## src/design/hrp_pkg.sv

```systemverilog
`default_nettype none

package hrp_pkg;

	// field limits
	localparam int unsigned MAX_RESOURCE = 2048;
	localparam int unsigned MAX_VERSION = 1024;
	localparam logic [4:0] NAME_SAT = 5'd18;
	localparam logic [4:0] NAME_LEN = 5'd10;

	// byte codes
	localparam logic [7:0] CH_LF = 8'h0A;
	localparam logic [7:0] CH_CR = 8'h0D;
	localparam logic [7:0] CH_SPACE = 8'h20;
	localparam logic [7:0] CH_TAB = 8'h09;
	localparam logic [7:0] CH_COLON = 8'h3A;
	localparam logic [7:0] CH_DOT = 8'h2E;
	localparam logic [7:0] CH_ZERO = 8'h30;
	localparam logic [7:0] CH_NINE = 8'h39;
	localparam logic [7:0] CH_NUL = 8'h00;

	// version form bits
	localparam int unsigned VF_LEAD = 0;
	localparam int unsigned VF_DOT = 1;
	localparam int unsigned VF_TAIL = 2;
	localparam int unsigned VF_BAD = 3;

	typedef enum logic [2:0] {
		KIND_RESOURCE = 3'd0,
		KIND_VERSION = 3'd1,
		KIND_COMPLETE = 3'd2,
		KIND_BAD_REQUEST = 3'd3,
		KIND_TOO_LONG = 3'd4
	} hrp_kind_t;

	typedef enum logic [2:0] {
		PH_METHOD = 3'd0,
		PH_RESOURCE = 3'd1,
		PH_PREFIX = 3'd2,
		PH_VERSION = 3'd3,
		PH_HEADERS = 3'd4
	} hrp_phase_t;

	typedef struct packed {
		logic [7:0] rx_byte;
		logic stream_end;
	} hrp_item_t;

	typedef struct packed {
		hrp_kind_t kind;
		logic [7:0] data_byte;
		logic close_requested;
		logic [11:0] resource_length;
	} hrp_result_t;

	typedef struct packed {
		hrp_phase_t phase;
		logic [2:0] match_index;
		logic [11:0] resource_count;
		logic [10:0] version_count;
		logic [3:0] version_form;
		logic line_started;
		logic [4:0] name_position;
		logic separator_seen;
		logic name_matches;
		logic close_flag;
	} hrp_state_t;

	localparam hrp_state_t STATE_RESET = '{
		phase: PH_METHOD,
		match_index: 3'd0,
		resource_count: 12'd0,
		version_count: 11'd0,
		version_form: 4'd0,
		line_started: 1'b0,
		name_position: 5'd0,
		separator_seen: 1'b0,
		name_matches: 1'b1,
		close_flag: 1'b0
	};

	function automatic logic is_blank(input logic [7:0] c);
		return (c == CH_SPACE) || (c == CH_TAB);
	endfunction

	function automatic logic [7:0] to_lower(input logic [7:0] c);
		return (c >= 8'h41 && c <= 8'h5A) ? c + 8'h20 : c;
	endfunction

	function automatic logic [7:0] method_char(input logic [2:0] idx);
		case (idx)
			3'd0: return "G";
			3'd1: return "E";
			3'd2: return "T";
			default: return CH_NUL;
		endcase
	endfunction

	function automatic logic [7:0] prefix_char(input logic [2:0] idx);
		case (idx)
			3'd0: return "H";
			3'd1: return "T";
			3'd2: return "T";
			3'd3: return "P";
			3'd4: return "/";
			default: return CH_NUL;
		endcase
	endfunction

	function automatic logic [7:0] name_char(input logic [4:0] idx);
		case (idx)
			5'd0: return "c";
			5'd1: return "o";
			5'd2: return "n";
			5'd3: return "n";
			5'd4: return "e";
			5'd5: return "c";
			5'd6: return "t";
			5'd7: return "i";
			5'd8: return "o";
			5'd9: return "n";
			default: return CH_NUL;
		endcase
	endfunction

	function automatic logic [7:0] value_char(input logic [2:0] idx);
		case (idx)
			3'd0: return ":";
			3'd1: return " ";
			3'd2: return "c";
			3'd3: return "l";
			3'd4: return "o";
			3'd5: return "s";
			3'd6: return "e";
			default: return CH_NUL;
		endcase
	endfunction

endpackage

`default_nettype wire

```

## src/design/hrp_step.sv

```systemverilog
`default_nettype none

module hrp_step
	import hrp_pkg::*;
(
	input  wire hrp_state_t  cur,
	input  wire hrp_item_t   item,
	output hrp_state_t  nxt,
	output logic        emit,
	output hrp_result_t res
);

	// next state and result for one byte
	always_comb begin
		logic [7:0] c;
		logic nl;
		logic verdict;
		hrp_kind_t verdict_kind;
		logic skip_rest;
		logic ok;
		logic [4:0] vpos;

		c = item.rx_byte;
		nl = (c == CH_LF);
		verdict = 1'b0;
		verdict_kind = KIND_BAD_REQUEST;
		skip_rest = 1'b0;
		ok = 1'b0;
		vpos = cur.name_position - NAME_LEN;
		nxt = cur;
		emit = 1'b0;
		res.kind = KIND_RESOURCE;
		res.data_byte = 8'd0;
		res.close_requested = 1'b0;
		res.resource_length = 12'd0;

		if (item.stream_end) begin
			verdict = 1'b1;
		end else if (c != CH_CR) begin
			case (cur.phase)
				PH_METHOD: begin
					if (cur.match_index > 3'd2 || c != method_char(cur.match_index)) begin
						verdict = 1'b1;
					end else if (cur.match_index == 3'd2) begin
						nxt.phase = PH_RESOURCE;
						nxt.match_index = 3'd0;
					end else begin
						nxt.match_index = cur.match_index + 3'd1;
					end
				end
				PH_RESOURCE: begin
					if (is_blank(c)) begin
						if (cur.resource_count != 12'd0) begin
							nxt.phase = PH_PREFIX;
							nxt.match_index = 3'd0;
						end
					end else if (nl) begin
						verdict = 1'b1;
					end else if (cur.resource_count > 12'(MAX_RESOURCE)) begin
						verdict = 1'b1;
						verdict_kind = KIND_TOO_LONG;
					end else begin
						nxt.resource_count = cur.resource_count + 12'd1;
						emit = 1'b1;
						res.kind = KIND_RESOURCE;
						res.data_byte = c;
					end
				end
				PH_PREFIX: begin
					if (cur.match_index == 3'd0 && is_blank(c)) begin
						nxt = cur;
					end else if (cur.match_index > 3'd4 ||
						c != prefix_char(cur.match_index)) begin
						verdict = 1'b1;
					end else if (cur.match_index == 3'd4) begin
						nxt.phase = PH_VERSION;
						nxt.match_index = 3'd0;
					end else begin
						nxt.match_index = cur.match_index + 3'd1;
					end
				end
				PH_VERSION: begin
					if (nl) begin
						if (cur.version_form[VF_BAD] || !cur.version_form[VF_DOT] ||
							!cur.version_form[VF_LEAD] || !cur.version_form[VF_TAIL]) begin
							verdict = 1'b1;
						end else begin
							nxt.phase = PH_HEADERS;
						end
					end else if (cur.version_count >= 11'(MAX_VERSION)) begin
						verdict = 1'b1;
						verdict_kind = KIND_TOO_LONG;
					end else begin
						nxt.version_count = cur.version_count + 11'd1;
						if (c >= CH_ZERO && c <= CH_NINE) begin
							if (cur.version_form[VF_DOT]) begin
								nxt.version_form[VF_TAIL] = 1'b1;
							end else begin
								nxt.version_form[VF_LEAD] = 1'b1;
							end
						end else if (c == CH_DOT && !cur.version_form[VF_DOT]) begin
							nxt.version_form[VF_DOT] = 1'b1;
						end else begin
							nxt.version_form[VF_BAD] = 1'b1;
						end
						emit = 1'b1;
						res.kind = KIND_VERSION;
						res.data_byte = c;
					end
				end
				PH_HEADERS: begin
					// blank line ends the request
					if (!cur.line_started && nl) begin
						verdict = 1'b1;
						verdict_kind = KIND_COMPLETE;
					end else begin
						// new line: a leading blank folds onto the previous line
						if (!cur.line_started) begin
							if (is_blank(c)) begin
								nxt.line_started = 1'b1;
								skip_rest = 1'b1;
							end else begin
								nxt.separator_seen = 1'b0;
								nxt.name_position = 5'd0;
							end
						end
						if (!skip_rest) begin
							vpos = nxt.name_position - NAME_LEN;
							// separator
							if (c == CH_COLON) begin
								nxt.separator_seen = 1'b1;
								if (nxt.name_matches && nxt.name_position == NAME_LEN) begin
									nxt.close_flag = 1'b1;
								end else begin
									nxt.name_matches = 1'b0;
								end
							end
							// name or value compare
							if (!nxt.separator_seen) begin
								if (nxt.name_position > 5'd9 ||
									to_lower(c) != name_char(nxt.name_position)) begin
									nxt.name_matches = 1'b0;
								end
							end else if (nxt.name_matches) begin
								if (nxt.name_position < NAME_LEN) begin
									ok = 1'b0;
								end else if (vpos > 5'd6) begin
									ok = (vpos == 5'd7) && (c == CH_NUL);
								end else begin
									ok = (c == value_char(vpos[2:0]));
								end
								if (!ok && !(nxt.name_position == 5'd17 && nl)) begin
									nxt.close_flag = 1'b0;
								end
							end
							// line end or position advance
							if (nl) begin
								nxt.line_started = 1'b0;
								nxt.name_matches = 1'b1;
							end else begin
								nxt.line_started = 1'b1;
								if (nxt.name_position < NAME_SAT) begin
									nxt.name_position = nxt.name_position + 5'd1;
								end
							end
						end
					end
				end
				default: begin
					nxt = STATE_RESET;
				end
			endcase
		end

		// every verdict restarts the parser
		if (verdict) begin
			emit = 1'b1;
			res.kind = verdict_kind;
			res.data_byte = 8'd0;
			if (verdict_kind == KIND_COMPLETE) begin
				res.close_requested = cur.close_flag;
				res.resource_length = cur.resource_count;
			end
			nxt = STATE_RESET;
		end
	end

endmodule

`default_nettype wire

```

## src/design/http_request_header_parser.sv

```systemverilog
`default_nettype none

// channel  | direction | handshake                 | payload
// ---------+-----------+---------------------------+--------------------------------
// item     | in        | item_valid / item_stall   | rx_byte, stream_end
// result   | out       | result_valid / result_stall | kind, data_byte, close_requested,
//          |           |                           | resource_length
//
// one byte per cycle sustained while result_stall stays low; a byte's result passes
// through the input register, then parser logic into the result register
// arst_n low returns the parser to method matching with both stages empty
// a waiting result does not block the input register; the input stalls only while
// its byte cannot move into an occupied, stalled result register

module http_request_header_parser
	import hrp_pkg::*;
(
	input  wire         clk,
	input  wire         arst_n,
	input  wire         item_valid,
	output logic        item_stall,
	input  wire hrp_item_t item,
	output logic        result_valid,
	input  wire         result_stall,
	output hrp_result_t result
);

	hrp_item_t item_s1;
	logic valid_s1;
	hrp_state_t state_q;
	hrp_state_t state_nxt;
	logic step_emit;
	hrp_result_t step_res;
	hrp_result_t result_q;
	logic result_valid_q;
	logic advance;

	// byte moves from the input register into the parser
	assign advance = valid_s1 && (!result_valid_q || !result_stall);
	assign item_stall = valid_s1 && !advance;

	// input register
	always_ff @(posedge clk or negedge arst_n) begin
		if (!arst_n) begin
			valid_s1 <= 1'b0;
		end else if (item_valid && !item_stall) begin
			valid_s1 <= 1'b1;
		end else if (advance) begin
			valid_s1 <= 1'b0;
		end
	end

	always_ff @(posedge clk) begin
		if (item_valid && !item_stall) begin
			item_s1 <= item;
		end
	end

	hrp_step u_step (
		.cur  (state_q),
		.item (item_s1),
		.nxt  (state_nxt),
		.emit (step_emit),
		.res  (step_res)
	);

	// parser state
	always_ff @(posedge clk or negedge arst_n) begin
		if (!arst_n) begin
			state_q <= STATE_RESET;
		end else if (advance) begin
			state_q <= state_nxt;
		end
	end

	// result register
	always_ff @(posedge clk or negedge arst_n) begin
		if (!arst_n) begin
			result_valid_q <= 1'b0;
		end else if (advance) begin
			result_valid_q <= step_emit;
		end else if (!result_stall) begin
			result_valid_q <= 1'b0;
		end
	end

	always_ff @(posedge clk) begin
		if (advance && step_emit) begin
			result_q <= step_res;
		end
	end

	assign result_valid = result_valid_q;
	assign result = result_q;

endmodule

`default_nettype wire
```

## config.mk

```make
export PLATFORM = sky130hd
export DESIGN_NAME = http_request_header_parser
export DESIGN_NICKNAME = d
export VERILOG_FILES = /design/src/design/hrp_pkg.sv /design/src/design/hrp_step.sv /design/src/design/http_request_header_parser.sv
export SDC_FILE = /design/constraint.sdc
export NUM_CORES = 1
export LEC_CHECK = 0
export BUFFER_PORTS_ARGS = -buffer_cell sky130_fd_sc_hd__buf_2
export CAP_MARGIN = 20
export CORE_MARGIN = 5
export CORE_UTILIZATION = 34
export DETAILED_ROUTE_END_ITERATION = 8
export PLACE_DENSITY_LB_ADDON = 0.1
export REMOVE_ABC_BUFFERS = 1
export SLEW_MARGIN = 5
export SYNTH_ARGS = -nofsm -noshare
export SYNTH_HDL_FRONTEND = slang
export SYNTH_SLANG_ARGS = --single-unit
export TNS_END_PERCENT = 50
```

## constraint.sdc

```tcl
create_clock -name clk -period 9.3 [get_ports clk]
set_clock_uncertainty 0.1 [all_clocks]
set_input_delay 0 -clock clk [delete_from_list [all_inputs] [get_ports clk]]
set_output_delay 0 -clock clk [all_outputs]
set_load 0.01 [all_outputs]
```

==> flow_summary_export.csv <==
group,metric,value,unit
status,outcome,"finished, final reports clean",
setup_path,crit_arrival,4.76,ns
final_layout,fin_util,0.402,
yosys,synth_area,5120,um^2
clocking,numCtsBuffers,9,
clocking,clock_latency,0.35,ns
final_layout,final_common_cell,"dfrtp_1",
global_routing,grt_usage,0.164,
sta,tightest_slew,0.880,ns
drt,dr.pass1.iters,5,
yosys,ys_seq_area_frac,0.409,
setup_path,max_stage_delay,0.67,ns
final_layout,antenna_cells,0,
global_routing,antenna_found_initial,0,
sta,grt_setup_unrepaired,"false",
placed_design,pre_cts_ws,4.78,ns
yosys,syn_avg_cell_area,8.92,um^2
sta,drv_slew,0,
sta,finalHoldViolCount,0,
setup_path,critPathSlowestCell,"or4_4",
yosys,ys_seq_elements,77,
yosys,synth_edf_count,33,
global_routing,grt_max_degree,45,
drt,finalWirelength,14200,um
placed_design,dp_hpwl,9930,um
clocking,cts_tree,"built",
power,powerDensity,150,nW/um^2
setup_path,cp_max_fo,18,
clocking,post-cts-setup-buffer-count,0,
floorplanning,core_region_area,14600,um^2
final_layout,final_cell_mix,"43 x dfrtp_1, 41 x nand2_1, 38 x buf_2",
yosys,ys_warn_count,0,
drt,drc,0,
final_layout,area_growth,15.1,%
setup_path,cp-start-kind,"flip-flop",
floorplanning,start_util,0.350,
yosys,synthArstFlopShare,0.571,
sta,setup_viol,0,
global_routing,grt_pass1_wl,23700,um
setup_path,worstPathRequired,9.46,ns
final_layout,fillers,1434,
setup_path,critical_path_class,"reg2reg",
floorplanning,rows,44,
yosys,synth_top_cells_by_area,"dfrtp_1 21%, edfxtp_1 19%, a21oi_1 3.4%",
job,cap_violations,0,
yosys,synth_ff_type,"dfrtp_1",
power,peakVddDrop,0.0777,mV
drt,viasPerCell,5.72,
sta,slew_headroom,0.411,
placed_design,placement.io_buffers,38,
setup_path,cp_common_cell,"nor2_1",
final_layout,final_nets,633,
drt,ant_nets,0,
yosys,postSynthCellCount,574,
floorplanning,io_pins,39,
drt,wl_per_cell,17.9,um
final_layout,layout-drive-gt1-share,0.136,
placed_design,routabilityCongestion,0.883,
power,p_total,886,uW
floorplanning,die_h,133,um
global_routing,grt_pass1_vias,4460,
yosys,synth.top_cell.area_share,0.210,
yosys,ys_types,79,
sta,timing.setup.tns,0,ns
sta,period_share,0.494,
clocking,cts.path.max_buffers,2,
sta,layout_setup_ws,4.71,ns
clocking,clk_pin_slew,0.06,ns
power,leakage,2.29,nW
drt,drtIter0Drc,342,
setup_path,cp-end-kind,"flip-flop",
global_routing,overflow,0,
worst_hold_path,hold_class,"in2async",
clocking,cts_root_buf,"clkbuf_16",
sta,final.min_clock_period,4.59,ns
drt,vias,4552,
clocking,htree_levels,3,
clocking,clock-sinks,77,
sta,fmax,0.218,GHz
floorplanning,dieArea,17600,um^2
setup_path,path_cells,"or4_4 -> a211oi_4 -> nor2_1 -> nor2_1 -> ha_1 -> xnor2_1 -> o221ai_1 -> a211oi_1 -> o2111ai_1 -> a311oi_1 -> a31oi_1 -> or4b_1 -> a32oi_1",
floorplanning,fp.dieW,133,um
sta,hold_ws,0.177,ns
yosys,synth_top_area_cell,"dfrtp_1",
## cells in the mapped netlist, drive strengths merged, types with 3 or more instances
master   n
nor2    37
ha      13
a311oi   3
mux2i   12
o211ai   8
a22oi    3
and2    25
nand2   41
a31o     3
or2      4
o32ai    3
edfxtp  33
or4      4
or3     13
a21oi   36
buf      9
a211oi   6
nand2b  10
nor2b    8
and3     9
o22ai    6
xor2     5
o21ai   29
xnor2    8
o31ai    8
nand3   34
nand4    8
o21a    13
a31oi   11
nor3b    4
clkbuf  27
inv     27
nor4     9
o31a     3
dfrtp   43
nor3    17
## registers in the layout, indices dropped and copies added (netlist names)
| register | cells |
|---|---|
| state_q | 42 |
| result | 24 |
| item_s1 | 9 |
| result_valid | 1 |
| valid_s1 | 1 |
## power by group
part,internal (mW),switching [mW],total (mW)
Sequential,0.377,0.0209,0.398
Combinational,0.0430,0.0793,0.122
Clock,0.212,0.155,0.366
## critical path: cells and delay by family, from the launching register on
kind | cells | cell delay (ns)
compound gates | 7 | 1.48
xor+xnor | 1 | 0.19
fa+ha+maj | 1 | 0.38
flops | 1 | 0.66
simple gates | 4 | 1.69
## metal layers
metal	vias to the layer above	wire length (um)	track usage	share of wire
met1	2219	7130	0.234	0.50
met2	98	6220	0.250	0.44
met3	21	628	0.0334	0.044
met5	-	0	0	0
met4	0	246	0.0531	0.017
li1	2214	-	-	-
## path summary, 6_finish.rpt
kind / from / endpoint / slack (ns) / cells past startpoint
worst max-delay path: item_s1[2] / state_q[0] / 4.71 / 13
worst min-delay path: arst_n / state_q[18] / 0.18 / 3
worst max register to register: item_s1[2] / state_q[0] / 4.71 / 13
worst min register to register: state_q[11] / state_q[11] / 0.39 / 1
max in group asynchronous: arst_n / state_q[28] / 8.50 / 3
min in group clk: item[1] / item_s1[1] / 0.27 / 2
## layout make-up
cell class / instances / area [um^2] / share of cell area
multi-input cells: 434 / 2790 / 0.473
flip-flops and latches: 77 / 2090 / 0.355
repair buffers: 58 / 377 / 0.0639
well taps: 184 / 230 / 0.0391
clock buffers: 9 / 225 / 0.0382
inverters: 27 / 101 / 0.0172
clock inverters: 7 / 81.3 / 0.0138
## repair_timing
action | in CTS | in global routing
endpoints found under the hold margin | 54 | 0
setup endpoints to repair | 0 | 0
hold buffers | 13 | 0
gates resized for setup | 0 | 0
## metrics by stage
step           instance area [um^2]  instances
2_1_floorplan                  4980        538
3_3_place_gp                   5440        765
3_5_place_dp                   5460        767
4_1_cts                        5890        796
5_1_grt                        5890        796
6_report                       5890        796
## cells by family (layout without fill, tap and decap cells)
family | Yosys count | after routing | synth area share
compound gates | 161 | 161 | 0.219
xor+xnor | 13 | 13 | 0.0222
fa+ha+maj | 13 | 13 | 0.0318
buf+inv | 63 | 101 | 0.0479
flops | 77 | 77 | 0.409
mux | 13 | 13 | 0.0257
simple gates | 234 | 234 | 0.245
Note: power is estimated with default switching activity, not from simulation.
